===== src/rtl/core/lfa32_pkg.sv =====
// ----------------------------------------------------------------------------
// lfa32_pkg
// Shared types and constants for the length-prefixed frame Adler-32 checker.
// ----------------------------------------------------------------------------
package lfa32_pkg;

  // Frame layout
  localparam int unsigned HeaderBytes   = 4;
  localparam int unsigned ChecksumBytes = 4;
  localparam int unsigned MaxTagBytes   = 8;

  // Register file layout
  localparam int unsigned LenWidth    = 27;
  localparam int unsigned TagLenWidth = 4;
  localparam int unsigned TagWidth    = 64;
  localparam int unsigned CfgIdxWidth = 2;
  localparam int unsigned CfgWidth    = 64;

  // Default depth of the request queue between front and back
  localparam int unsigned QueueDepthDefault = 4;

  // Adler-32 modulus
  localparam logic [16:0] AdlerMod = 17'd65521;

  // Register reset values
  localparam logic [LenWidth-1:0] MinLengthReset = 27'd6;
  localparam logic [LenWidth-1:0] MaxLengthReset = 27'd67108864;

  // Register indices
  typedef enum logic [CfgIdxWidth-1:0] {
    CFG_MIN_LENGTH = 2'd0,
    CFG_MAX_LENGTH = 2'd1,
    CFG_TAG_LENGTH = 2'd2,
    CFG_TAG_BYTES  = 2'd3
  } cfg_idx_e;

  // Verdict codes
  typedef enum logic [1:0] {
    ST_OK        = 2'd0,
    ST_BAD_LEN   = 2'd1,
    ST_CKSUM_ERR = 2'd2,
    ST_BAD_TYPE  = 2'd3
  } status_e;

  // Result kinds
  typedef enum logic {
    KIND_PAYLOAD = 1'b0,
    KIND_VERDICT = 1'b1
  } kind_e;

  // Requests passed from front to back
  typedef enum logic [1:0] {
    OP_PAYLOAD = 2'd0,
    OP_TAG     = 2'd1,
    OP_TRAILER = 2'd2,
    OP_LEN_ERR = 2'd3
  } op_e;

  // Deframer phase, one-hot
  typedef enum logic [2:0] {
    PH_HEADER  = 3'b001,
    PH_BODY    = 3'b010,
    PH_TRAILER = 3'b100
  } phase_e;

  // Live configuration seen by the front
  typedef struct packed {
    logic [LenWidth-1:0]    min_length;
    logic [LenWidth-1:0]    max_length;
    logic [TagLenWidth-1:0] tag_len;     // already clamped to MaxTagBytes
    logic [TagWidth-1:0]    tag_bytes;
  } cfg_t;

  // One queued request
  typedef struct packed {
    op_e        op;
    logic [7:0] data;
    logic       last;     // final checksum byte of the frame
    logic       tag_err;  // tag differed, valid with last
  } req_t;

endpackage


===== src/rtl/core/lfa32_queue.sv =====
// ----------------------------------------------------------------------------
// lfa32_queue
// Small request FIFO that decouples the deframing front from the check back.
// ----------------------------------------------------------------------------
module lfa32_queue
  import lfa32_pkg::*;
#(
  parameter int unsigned Depth = QueueDepthDefault
) (
  input  logic clk_i,
  input  logic rst_ni,
  input  logic push_i,
  input  req_t push_req_i,
  output logic push_ready_o,
  output logic pop_valid_o,
  output req_t pop_req_o,
  input  logic pop_i
);

  localparam int unsigned PtrWidth = (Depth > 1) ? $clog2(Depth) : 1;
  localparam int unsigned CntWidth = $clog2(Depth + 1);
  localparam logic [PtrWidth-1:0] LastPtr = PtrWidth'(Depth - 1);
  localparam logic [CntWidth-1:0] DepthCnt = CntWidth'(Depth);

  req_t                mem_q [Depth];
  logic [PtrWidth-1:0] wr_ptr_q, wr_ptr_d;
  logic [PtrWidth-1:0] rd_ptr_q, rd_ptr_d;
  logic [CntWidth-1:0] count_q, count_d;
  logic                do_push, do_pop;

  assign push_ready_o = (count_q != DepthCnt);
  assign pop_valid_o  = (count_q != '0);
  assign pop_req_o    = mem_q[rd_ptr_q];
  assign do_push      = push_i & push_ready_o;
  assign do_pop       = pop_i & pop_valid_o;

  // Pointer and fill count update
  always_comb begin
    wr_ptr_d = wr_ptr_q;
    rd_ptr_d = rd_ptr_q;
    count_d  = count_q;
    if (do_push) begin
      wr_ptr_d = (wr_ptr_q == LastPtr) ? '0 : wr_ptr_q + 1'b1;
    end
    if (do_pop) begin
      rd_ptr_d = (rd_ptr_q == LastPtr) ? '0 : rd_ptr_q + 1'b1;
    end
    if (do_push && !do_pop) begin
      count_d = count_q + 1'b1;
    end else if (do_pop && !do_push) begin
      count_d = count_q - 1'b1;
    end
  end

  always_ff @(posedge clk_i or negedge rst_ni) begin
    if (!rst_ni) begin
      wr_ptr_q <= '0;
      rd_ptr_q <= '0;
      count_q  <= '0;
    end else begin
      wr_ptr_q <= wr_ptr_d;
      rd_ptr_q <= rd_ptr_d;
      count_q  <= count_d;
    end
  end

  // Storage, no reset needed
  always_ff @(posedge clk_i) begin
    if (do_push) begin
      mem_q[wr_ptr_q] <= push_req_i;
    end
  end

`ifndef SYNTHESIS
  // Fill count never exceeds the depth
  a_count_bound: assert property (@(posedge clk_i) disable iff (!rst_ni)
    count_q <= DepthCnt) else $error("queue overfilled");

  // A push and pop on a non-empty queue leaves the count unchanged
  a_count_hold: assert property (@(posedge clk_i) disable iff (!rst_ni)
    (do_push && do_pop) |=> (count_q == $past(count_q)))
    else $error("queue count drifted");
`endif

endmodule


===== src/rtl/core/lfa32_front.sv =====
// ----------------------------------------------------------------------------
// lfa32_front
// Takes stream bytes, tracks the frame layout, checks the length and the tag,
// and issues one request per byte that the back has to see.
// ----------------------------------------------------------------------------
module lfa32_front
  import lfa32_pkg::*;
(
  input  logic       clk_i,
  input  logic       rst_ni,
  input  cfg_t       cfg_i,
  input  logic       in_valid_i,
  output logic       in_ready_o,
  input  logic [7:0] byte_in_i,
  output logic       push_o,
  output req_t       push_req_o,
  input  logic       push_ready_i
);

  phase_e              phase_q, phase_d;
  logic [1:0]          cnt_q, cnt_d;         // header / trailer byte count
  logic [23:0]         len_shift_q, len_shift_d;
  logic [LenWidth-1:0] frame_len_q, frame_len_d;
  logic [LenWidth-1:0] body_cnt_q, body_cnt_d;
  logic                tag_mis_q, tag_mis_d;
  logic                halted_q, halted_d;

  logic                accept;
  logic [31:0]         len_word;
  logic                len_bad;
  logic                is_tag;
  logic [3:0]          tag_sel;
  logic [7:0]          tag_want;
  logic                body_end;
  logic                cnt_last;

  // Once halted, bytes are taken and dropped
  assign in_ready_o = push_ready_i | halted_q;
  assign accept     = in_valid_i & in_ready_o;
  assign cnt_last   = (cnt_q == 2'(HeaderBytes - 1));

  // Length check on the completed header
  assign len_word = {len_shift_q, byte_in_i};
  assign len_bad  = (len_word > {5'd0, cfg_i.max_length})
                 || (len_word < {5'd0, cfg_i.min_length})
                 || (len_word < ({28'd0, cfg_i.tag_len} + 32'(ChecksumBytes)));

  // Tag byte selection, first tag byte in the highest used position
  assign is_tag   = (body_cnt_q < {23'd0, cfg_i.tag_len});
  assign tag_sel  = cfg_i.tag_len - 4'd1 - body_cnt_q[3:0];
  assign tag_want = cfg_i.tag_bytes[{tag_sel[2:0], 3'b000} +: 8];
  assign body_end = ((body_cnt_q + 1'b1) >= (frame_len_q - LenWidth'(ChecksumBytes)));

  always_comb begin
    phase_d     = phase_q;
    cnt_d       = cnt_q;
    len_shift_d = len_shift_q;
    frame_len_d = frame_len_q;
    body_cnt_d  = body_cnt_q;
    tag_mis_d   = tag_mis_q;
    halted_d    = halted_q;
    push_o      = 1'b0;
    push_req_o  = '{op: OP_PAYLOAD, data: byte_in_i, last: 1'b0, tag_err: tag_mis_q};
    if (accept && !halted_q) begin
      case (phase_q)
        PH_HEADER: begin
          len_shift_d = len_word[23:0];
          cnt_d       = cnt_q + 1'b1;
          if (cnt_last) begin
            cnt_d = '0;
            if (len_bad) begin
              push_o         = 1'b1;
              push_req_o.op  = OP_LEN_ERR;
              halted_d       = 1'b1;
            end else begin
              frame_len_d = len_word[LenWidth-1:0];
              body_cnt_d  = '0;
              phase_d     = (len_word == 32'(ChecksumBytes)) ? PH_TRAILER : PH_BODY;
            end
          end
        end
        PH_BODY: begin
          push_o        = 1'b1;
          push_req_o.op = is_tag ? OP_TAG : OP_PAYLOAD;
          if (is_tag && (tag_want != byte_in_i)) begin
            tag_mis_d = 1'b1;
          end
          body_cnt_d = body_cnt_q + 1'b1;
          if (body_end) begin
            body_cnt_d = '0;
            phase_d    = PH_TRAILER;
          end
        end
        PH_TRAILER: begin
          push_o          = 1'b1;
          push_req_o.op   = OP_TRAILER;
          push_req_o.last = cnt_last;
          cnt_d           = cnt_q + 1'b1;
          if (cnt_last) begin
            // Next frame starts; the back decides whether it still counts
            cnt_d       = '0;
            phase_d     = PH_HEADER;
            len_shift_d = '0;
            tag_mis_d   = 1'b0;
          end
        end
        default: begin
          phase_d = PH_HEADER;
        end
      endcase
    end
  end

  always_ff @(posedge clk_i or negedge rst_ni) begin
    if (!rst_ni) begin
      phase_q     <= PH_HEADER;
      cnt_q       <= '0;
      len_shift_q <= '0;
      frame_len_q <= '0;
      body_cnt_q  <= '0;
      tag_mis_q   <= 1'b0;
      halted_q    <= 1'b0;
    end else begin
      phase_q     <= phase_d;
      cnt_q       <= cnt_d;
      len_shift_q <= len_shift_d;
      frame_len_q <= frame_len_d;
      body_cnt_q  <= body_cnt_d;
      tag_mis_q   <= tag_mis_d;
      halted_q    <= halted_d;
    end
  end

`ifndef SYNTHESIS
  // Body count stays inside the frame body
  a_body_bound: assert property (@(posedge clk_i) disable iff (!rst_ni)
    (phase_q == PH_BODY) |-> (body_cnt_q < frame_len_q))
    else $error("body count past frame end");

  // A length error always halts the front
  a_len_halt: assert property (@(posedge clk_i) disable iff (!rst_ni)
    (push_o && push_req_o.op == OP_LEN_ERR) |=> halted_q)
    else $error("length error without halt");

  // Tag mismatch is clear at the start of each frame
  a_tag_clear: assert property (@(posedge clk_i) disable iff (!rst_ni)
    (phase_q == PH_HEADER && cnt_q == 2'd0) |-> !tag_mis_q)
    else $error("stale tag mismatch");
`endif

endmodule


===== src/rtl/core/lfa32_back.sv =====
// ----------------------------------------------------------------------------
// lfa32_back
// Runs the Adler-32 sums, checks the trailer, and holds the result register.
// ----------------------------------------------------------------------------
module lfa32_back
  import lfa32_pkg::*;
(
  input  logic       clk_i,
  input  logic       rst_ni,
  input  logic       req_valid_i,
  input  req_t       req_i,
  output logic       pop_o,
  output logic       out_valid_o,
  input  logic       out_ready_i,
  output logic       kind_o,
  output logic [7:0] data_out_o,
  output logic [1:0] status_o
);

  logic [15:0] adler_low_q, adler_low_d;
  logic [15:0] adler_high_q, adler_high_d;
  logic [23:0] trl_shift_q, trl_shift_d;
  logic        halted_q, halted_d;
  logic        out_valid_q, out_valid_d;
  kind_e       kind_q, kind_d;
  logic [7:0]  data_q, data_d;
  status_e     status_q, status_d;

  logic        advance;
  logic [16:0] sum_low, sum_high;
  logic [15:0] new_low, new_high;
  logic [31:0] trl_word;

  // Take a request whenever the result register is free or draining
  assign advance = req_valid_i & (~out_valid_q | out_ready_i);
  assign pop_o   = advance;

  // Adler-32 step: two modular additions
  assign sum_low  = {1'b0, adler_low_q} + {9'd0, req_i.data};
  assign new_low  = (sum_low >= AdlerMod) ? 16'(sum_low - AdlerMod) : sum_low[15:0];
  assign sum_high = {1'b0, adler_high_q} + {1'b0, new_low};
  assign new_high = (sum_high >= AdlerMod) ? 16'(sum_high - AdlerMod) : sum_high[15:0];
  assign trl_word = {trl_shift_q, req_i.data};

  always_comb begin
    adler_low_d  = adler_low_q;
    adler_high_d = adler_high_q;
    trl_shift_d  = trl_shift_q;
    halted_d     = halted_q;
    out_valid_d  = out_valid_q & ~out_ready_i;
    kind_d       = kind_q;
    data_d       = data_q;
    status_d     = status_q;
    if (advance && !halted_q) begin
      case (req_i.op)
        OP_PAYLOAD: begin
          adler_low_d  = new_low;
          adler_high_d = new_high;
          out_valid_d  = 1'b1;
          kind_d       = KIND_PAYLOAD;
          data_d       = req_i.data;
          status_d     = ST_OK;
        end
        OP_TAG: begin
          adler_low_d  = new_low;
          adler_high_d = new_high;
        end
        OP_TRAILER: begin
          trl_shift_d = trl_word[23:0];
          if (req_i.last) begin
            out_valid_d = 1'b1;
            kind_d      = KIND_VERDICT;
            data_d      = '0;
            if (trl_word != {adler_high_q, adler_low_q}) begin
              status_d = ST_CKSUM_ERR;
              halted_d = 1'b1;
            end else if (req_i.tag_err) begin
              status_d = ST_BAD_TYPE;
              halted_d = 1'b1;
            end else begin
              status_d = ST_OK;
            end
            adler_low_d  = 16'd1;
            adler_high_d = '0;
            trl_shift_d  = '0;
          end
        end
        OP_LEN_ERR: begin
          out_valid_d = 1'b1;
          kind_d      = KIND_VERDICT;
          data_d      = '0;
          status_d    = ST_BAD_LEN;
          halted_d    = 1'b1;
        end
        default: begin
          halted_d = halted_q;
        end
      endcase
    end
  end

  always_ff @(posedge clk_i or negedge rst_ni) begin
    if (!rst_ni) begin
      adler_low_q  <= 16'd1;
      adler_high_q <= '0;
      trl_shift_q  <= '0;
      halted_q     <= 1'b0;
      out_valid_q  <= 1'b0;
    end else begin
      adler_low_q  <= adler_low_d;
      adler_high_q <= adler_high_d;
      trl_shift_q  <= trl_shift_d;
      halted_q     <= halted_d;
      out_valid_q  <= out_valid_d;
    end
  end

  // Result payload, no reset needed
  always_ff @(posedge clk_i) begin
    kind_q   <= kind_d;
    data_q   <= data_d;
    status_q <= status_d;
  end

  assign out_valid_o = out_valid_q;
  assign kind_o      = kind_q;
  assign data_out_o  = data_q;
  assign status_o    = status_q;

`ifndef SYNTHESIS
  // Halt is sticky until reset
  a_halt_sticky: assert property (@(posedge clk_i) disable iff (!rst_ni)
    halted_q |=> halted_q) else $error("halt released");

  // Both sums stay reduced
  a_adler_range: assert property (@(posedge clk_i) disable iff (!rst_ni)
    (adler_low_q < AdlerMod[15:0]) && (adler_high_q < AdlerMod[15:0]))
    else $error("adler sum out of range");

  // A verdict that is not ok is followed by halt
  a_err_halts: assert property (@(posedge clk_i) disable iff (!rst_ni)
    ($rose(out_valid_q) && kind_q == KIND_VERDICT && status_q != ST_OK) |-> halted_q)
    else $error("error verdict without halt");
`endif

endmodule


===== src/rtl/core/length_frame_adler32_checker_unit.sv =====
// ----------------------------------------------------------------------------
// length_frame_adler32_checker_unit
// Deframes a byte stream of length-prefixed frames and checks each Adler-32.
// ----------------------------------------------------------------------------
// Input channel: one received byte per request (in_valid_i / in_ready_o).
// Output channel: one result per request (out_valid_o / out_ready_i); kind_o
// is 0 for a payload byte in data_out_o, 1 for a frame verdict in status_o
// (0 ok, 1 invalid length, 2 checksum error, 3 unknown message type).
// Header, tag and leading checksum bytes give no result.
// Throughput is one byte per cycle while the queue has room; the Adler-32
// update in the back stage (two modular additions) sets that figure. An
// accepted byte passes the queue storage and the result register to its result.
// A queue of QueueDepth requests sits between the deframing front and the
// checking back, so the input keeps flowing while a result waits.
// When the receiver stalls, the queue fills and in_ready_o drops.
// After any error verdict, further bytes are taken and dropped until reset.
// Reset (rst_ni low, asynchronous) clears all frame state and loads the
// register defaults: min length 6, max length 2^26, no tag.
// Registers are written through cfg_we_i / cfg_index_i / cfg_wdata_i.
// ----------------------------------------------------------------------------
module length_frame_adler32_checker_unit
  import lfa32_pkg::*;
#(
  parameter int unsigned QueueDepth = QueueDepthDefault
) (
  input  logic                   clk_i,
  input  logic                   rst_ni,
  input  logic                   cfg_we_i,
  input  logic [CfgIdxWidth-1:0] cfg_index_i,
  input  logic [CfgWidth-1:0]    cfg_wdata_i,
  input  logic                   in_valid_i,
  output logic                   in_ready_o,
  input  logic [7:0]             byte_in_i,
  output logic                   out_valid_o,
  input  logic                   out_ready_i,
  output logic                   kind_o,
  output logic [7:0]             data_out_o,
  output logic [1:0]             status_o
);

  logic [LenWidth-1:0]    min_len_q;
  logic [LenWidth-1:0]    max_len_q;
  logic [TagLenWidth-1:0] tag_len_q;
  logic [TagWidth-1:0]    tag_bytes_q;
  cfg_t                   cfg;

  logic push, push_ready, pop, pop_valid;
  req_t push_req, pop_req;

  // Register file
  always_ff @(posedge clk_i or negedge rst_ni) begin
    if (!rst_ni) begin
      min_len_q   <= MinLengthReset;
      max_len_q   <= MaxLengthReset;
      tag_len_q   <= '0;
      tag_bytes_q <= '0;
    end else if (cfg_we_i) begin
      case (cfg_idx_e'(cfg_index_i))
        CFG_MIN_LENGTH: min_len_q   <= cfg_wdata_i[LenWidth-1:0];
        CFG_MAX_LENGTH: max_len_q   <= cfg_wdata_i[LenWidth-1:0];
        CFG_TAG_LENGTH: tag_len_q   <= cfg_wdata_i[TagLenWidth-1:0];
        CFG_TAG_BYTES:  tag_bytes_q <= cfg_wdata_i[TagWidth-1:0];
        default:        tag_len_q   <= tag_len_q;
      endcase
    end
  end

  // Oversized tag lengths clamp to the maximum
  always_comb begin
    cfg.min_length = min_len_q;
    cfg.max_length = max_len_q;
    cfg.tag_len    = (tag_len_q > TagLenWidth'(MaxTagBytes))
                   ? TagLenWidth'(MaxTagBytes) : tag_len_q;
    cfg.tag_bytes  = tag_bytes_q;
  end

  lfa32_front u_front (
    .clk_i        (clk_i),
    .rst_ni       (rst_ni),
    .cfg_i        (cfg),
    .in_valid_i   (in_valid_i),
    .in_ready_o   (in_ready_o),
    .byte_in_i    (byte_in_i),
    .push_o       (push),
    .push_req_o   (push_req),
    .push_ready_i (push_ready)
  );

  lfa32_queue #(
    .Depth (QueueDepth)
  ) u_queue (
    .clk_i        (clk_i),
    .rst_ni       (rst_ni),
    .push_i       (push),
    .push_req_i   (push_req),
    .push_ready_o (push_ready),
    .pop_valid_o  (pop_valid),
    .pop_req_o    (pop_req),
    .pop_i        (pop)
  );

  lfa32_back u_back (
    .clk_i       (clk_i),
    .rst_ni      (rst_ni),
    .req_valid_i (pop_valid),
    .req_i       (pop_req),
    .pop_o       (pop),
    .out_valid_o (out_valid_o),
    .out_ready_i (out_ready_i),
    .kind_o      (kind_o),
    .data_out_o  (data_out_o),
    .status_o    (status_o)
  );

endmodule

===== config.mk =====
export PLATFORM = sky130hd
export DESIGN_NAME = length_frame_adler32_checker_unit
export DESIGN_NICKNAME = d
export VERILOG_FILES = /design/src/rtl/core/lfa32_pkg.sv /design/src/rtl/core/lfa32_queue.sv /design/src/rtl/core/lfa32_front.sv /design/src/rtl/core/lfa32_back.sv /design/src/rtl/core/length_frame_adler32_checker_unit.sv
export SDC_FILE = /design/constraint.sdc
export NUM_CORES = 1
export LEC_CHECK = 0
export ABC_AREA = 1
export BUFFER_PORTS_ARGS = -buffer_cell sky130_fd_sc_hd__buf_4
export CAP_MARGIN = 40
export CORE_MARGIN = 5
export CORE_UTILIZATION = 58
export DETAILED_ROUTE_END_ITERATION = 8
export PLACE_DENSITY = 0.81
export SLEW_MARGIN = 15
export SYNTH_ARGS = -nofsm -noshare
export SYNTH_HDL_FRONTEND = slang
export SYNTH_SLANG_ARGS = --single-unit

===== constraint.sdc =====
create_clock -name clk_i -period 8 [get_ports clk_i]
set_clock_uncertainty 0.2 [all_clocks]
set_input_delay 1.2 -clock clk_i [delete_from_list [all_inputs] [get_ports clk_i]]
set_output_delay 1.2 -clock clk_i [all_outputs]
set_load 0.01 [all_outputs]

Word level (Yosys, flattened, before mapping) --
Memory sizes are Yosys's and may differ from the RTL's. Index checks and enable logic that the tools add are counted.
Cells by class: equality and inequality tests 23, $lt $le $gt $ge 8, muxes and demuxes 56, add/sub/neg operators 14, bitwise logic cells 10, reduce and logical (&&, ||, !) cells 40, shift operators 1
Operators by type and width (number):
- 2-to-1 mux 27 bit | 3
- 2-to-1 mux 16 bit | 4
- case mux 16 bit (2 select lines) | 2
- variable part select 64 x 7 -> 8 bit | 1
- case mux 27 bit (2 select lines) | 1
- 2-to-1 mux 24 bit | 2
- case mux 24 bit (2 select lines) | 1
- greater-or-equal comparator 17 x 16 -> 1 bit (second input constant) | 2
- equality test 32 x 3 -> 1 bit (second input constant) | 1
- > comparator 32 x 27 -> 1 bit | 1
- less-than comparator 32 x 27 -> 1 bit | 1
- less-than comparator 32 bit | 1
- != test 32 bit | 1
- subtractor 16 bit (second input constant) | 2
- adder 27 x 1 -> 27 bit (second input constant) | 1
- greater-or-equal comparator 27 bit | 1
- less-than comparator 27 x 4 -> 1 bit | 1
- subtractor 27 x 3 -> 27 bit (second input constant) | 1
- case mux 8 bit (3 select lines) | 1
- 2-to-1 mux 3 bit | 7
- AND reduction 4 bit | 5
- 2-to-1 mux 2 bit | 9
- adder 16 x 16 -> 17 bit | 1
- adder 16 x 8 -> 17 bit | 1
- 36 further kinds | 101
Word-level totals: output and inout port bits 13, bits in writable memories 48, register bits after elaboration 283, memories kept 1, input port bits 79
Memories:
- u_queue.mem_q | words 4, width 12, rd ports 1, clocked after Yosys merged registers in 0, write ports 1, line lfa32_queue.sv:25 | req_t mem_q [Depth];

Depth between registers and ports, before layout --
depth after elaboration 14, mapped depth 44, mapped depth without buffers 40

Hierarchy --
A second synthesis with hierarchy kept.
Second synthesis, totals: cell total of the unflattened synthesis 2760, area, all modules 21095.2 µm²
By module, submodules not included:
- lfa32_front | cells an instance 1157, area an instance 8005.2 µm², instances 1, sequential area each 2128.3 µm²
- lfa32_back | cells an instance 905, area an instance 6003.3 µm², instances 1, sequential area each 1783.0 µm²
- length_frame_adler32_checker_unit | cells an instance 499, area an instance 4677.0 µm², instances 1, sequential area each 3056.7 µm²
- lfa32_queue | cells an instance 199, area an instance 2409.8 µm², instances 1, sequential area each 1616.6 µm²

Least setup slack after synthesis --
Ideal clock, no wire load.
path type register to register, start register u_queue.rd_ptr_q[1], end register u_back.adler_high_q[13], cell stages (with the launch flop) 37, library setup time 117 ps, slack 2965 ps, required time 7683 ps, arrival 4718 ps, period minus slack after synthesis 5035 ps, cells stage by stage dfrtp_1 > inv_1 > buf_1 > a32oi_1 > ha_1 > fa_1 > nand3_1 > nand3_2 > nand2_1 > nand2_1 > nand2_1 > nand2_1 > nor2_2 > nand3_1 > nor2_1 > nand3_2 > nand3_2 > nand2_1 > nand2_1 > ha_1 > inv_1 > fa_1 > inv_1 > nand3_1 > nand2_1 > nand2_1 > nand2_2 > nand2_1 > nand2_1 > nand3_1 > nor2_1 > nand3_2 > nand3_2 > buf_6 > nand3_1 > nand3_1 > nand2_1
RTL lines:
- from (decl) | line lfa32_queue.sv:27 | logic [PtrWidth-1:0] rd_ptr_q, rd_ptr_d;
- from (signal assigned) | line lfa32_queue.sv:62 | rd_ptr_q <= rd_ptr_d;
- to (signal assigned) | line lfa32_back.sv:111 | adler_high_q <= adler_high_d;
- to (decl) | line lfa32_back.sv:21 | logic [15:0] adler_high_q, adler_high_d;

==> results.json <==
{
  "status": "finished clean",
  "grt_pass1_vias": 17840,
  "antenna_found_initial": 0,
  "hpwlAfterDp_mm": 39.74,
  "holdPathStages": 2,
  "yosysSeqAreaShare_pct": 41.91,
  "drt_first_pass_iters": 9,
  "place_congestion": 0.9857,
  "fp.dieW_um": 197.9,
  "final-setup-viol-count": 0,
  "r2r_slack_ns": 1.37,
  "cts_root_buf": "clkbuf_16",
  "num_vias": 18050,
  "start_kind": "flop",
  "post_cts_buffers": 0,
  "finalCritPeriodShare_pct": 82.92,
  "hold_end": "u_front.frame_len_q[1]",
  "vias_per_cell": 5.615,
  "cts_tree": "done",
  "dp_cells": 3150,
  "place_area_um2": 21640,
  "ant_nets": 0,
  "areaGrowthSynthToFinish_pct": 11.16,
  "async_flop_share_pct": 82.18,
  "drt_iter0_drc": 1529,
  "final-hold-violation-count": 0,
  "slowest_stage": "dfrtp_1",
  "grt_pass1_wl_mm": 88.95,
  "cts_buffers": 36,
  "leakagePower_uw": 0.01179,
  "clk_pin_slew_ns": 0.06,
  "yosys.area.top_type_share_pct": 32.62,
  "r2r_start": "u_queue.rd_ptr_q[0]",
  "whs_ns": 0.2739,
  "required_ns": 8.21,
  "path_class": "flop to flop",
  "synth_warnings": 0,
  "final_area_um2": 22770,
  "cp_data_arrival_time_ns": 6.84,
  "rsz0062_at_grt": "no",
  "grt_max_degree": 178,
  "hold_buffers": 0,
  "io_buffers": 91,
  "die_h_um": 197.9,
  "synthCells": 2661,
  "synth_area_leader_cell": "dfrtp_1",
  "end_kind": "flop",
  "setup_tns_ns": 0,
  "drt-total-wl_mm": 53.22,
  "ff2ff_path_depth": 37,
  "fmaxAchievable_mhz": 150.7,
  "grt.overflow.total": 0,
  "slowest_delay_ns": 0.87,
  "io_pins": 92,
  "initial_core_util_pct": 59.01,
  "cp_max_fo": 30,
  "cap_violations": 0,
  "drc": 0,
  "num_antenna_cells": 0,
  "synth_ff_type": "dfrtp_1",
  "synthTopCellsByCount": "770 x nand2_1, 375 x inv_1, 267 x dfrtp_1, 214 x nand3_1, 176 x nor2_1",
  "power.density_nw_per_um2": 333.2,
  "wl_per_cell_um": 16.55,
  "fin_nets": 2948,
  "instances_no_fill": 3215,
  "crit_top_cell": "nand2_1",
  "layout-drive-gt1-share_pct": 9.348,
  "timing.rr.end": "u_back.adler_high_q[2]",
  "dieArea_um2": 39170,
  "clock-sinks": 331,
  "cts_buffer_depth": 3,
  "finalMaxSlewViolations": 0,
  "synth_edf_count": 59,
  "grt_use_total_pct": 27.51,
  "ys_ff_latch": 331,
  "htreeDepth": 2,
  "max-vdd-ir-drop_uv": 312.9,
  "rows": 68,
  "avgSynthCellArea_um2": 7.698,
  "cts_resized": 0,
  "max_slew.worst_pin.slew_ns": 1.007,
  "slew_headroom_pct": 32.90,
  "finalCriticalPeriod_ns": 6.634,
  "coreArea_um2": 34710,
  "synth_nets": 2875,
  "synth_area_um2": 20480,
  "synth.distinct_cells": 51,
  "min_from": "u_front.frame_len_q[1]",
  "synth_top_cells_by_area": "dfrtp_1 33%, nand2_1 14%, edfxtp_1 8.6%",
  "hold_class": "flop to flop",
  "insertion_delay_ns": 0.55,
  "yosysMostFrequentCell": "nand2_1"
}
[worst max-delay path by stage]
stage / from / end / slack (ns)
detailed placement: u_queue.rd_ptr_q[0] / u_back.adler_high_q[10] / 1.50
floorplan: u_queue.rd_ptr_q[1] / u_back.adler_high_q[13] / 2.96
global route: u_queue.rd_ptr_q[0] / u_back.adler_high_q[10] / 0.63
CTS: u_queue.rd_ptr_q[0] / u_back.adler_high_q[2] / 1.43
global placement: u_queue.rd_ptr_q[0] / u_back.adler_high_q[2] / 1.76
finish: u_queue.rd_ptr_q[0] / u_back.adler_high_q[2] / 1.37
[placed cells by master, fill, tap and decap left out, types with 6 or more instances in the layout]
cell	synthesis	layout
a21oi_1	71	71
nand3_2	10	10
nor2_1	176	175
ha_1	131	131
or2_2	6	6
o21ai_1	9	9
inv_1	375	375
clkinv_2	0	8
a32oi_1	10	10
clkbuf_16	0	37
clkbuf_1	48	8
nor3_1	37	37
o21ai_0	145	145
nand3_1	214	213
dfrtp_1	267	267
nand2_2	8	8
o22ai_1	23	23
nor4_1	16	16
buf_4	0	105
mux2_2	35	35
nand4_1	80	80
edfxtp_1	59	59
xor2_1	37	37
and2_1	10	10
nor2_2	9	10
nand2_1	770	770
clkinv_1	6	11
xnor2_1	29	29
[sequential cells by signal, summed over array words and instances, names as in the netlist, 4 cells and up]
| register | count |
|---|---|
| min_len_q | 27 |
| max_len_q | 27 |
| u_front.frame_len_q | 27 |
| u_back.adler_low_q | 16 |
| tag_len_q | 4 |
| u_back.data_out_o | 8 |
| u_front.len_shift_q | 24 |
| tag_bytes_q | 64 |
| u_front.body_cnt_q | 27 |
| u_back.adler_high_q | 16 |
| u_queue.mem_q | 48 |
| u_back.trl_shift_q | 24 |
[power breakdown]
part	switching, uW	total, uW	internal, uW
logic	2540	3770	1230
clock network	682	1590	906
registers	237	2230	1990
total	3460	7590	4120
[critical path: cells and delay by family (launching register included)]
kind / cells / cell delay, ns
buf+inv: 3 / 0.57
flops: 1 / 0.87
simple gates: 29 / 3.39
compound gates: 1 / 0.14
fa+ha+maj: 4 / 1.33
[cells by family after synthesis]
| group | synth area share (%) |
|---|---|
| DFF | 41.91 |
| AOI/OAI and AO/OA | 7.281 |
| muxes | 1.924 |
| and+or+nand+nor | 28.91 |
| buffers and inverters | 8.680 |
| adders and majority gates | 8.393 |
| xor gates and xnor gates | 2.901 |
[metal layers]
metal | up-vias | track usage (%) | part of all wire (%)
li1 | 8781 | - | -
met1 | 8529 | 35.67 | 42
met2 | 609 | 47.26 | 49
met3 | 133 | 3.726 | 5.8
met4 | 0 | 10.33 | 3.9
met5 | - | 0 | 0
[per-stage QoR]
stage	util [%]	setup slack [ns]	power [uW]
CTS	65.57	1.433	7543
detailed placement	62.33	1.502	5925
finish	65.59	1.366	7588
floorplan	-	2.965	4935
global route	65.59	0.6286	8197
global placement	62.01	1.760	5823
[area by class of cell]
type / instances / area (um2)
inverters: 386 / 1449
clock inverters: 17 / 142.6
well taps: 455 / 569.3
clock buffers: 47 / 983.4
flip-flops and latches: 331 / 8584
multi-input cells: 1868 / 10140
repair buffers: 111 / 904.6
fillers: 2878 / 11940
No activity file was read; power rests on OpenSTA's default activity.
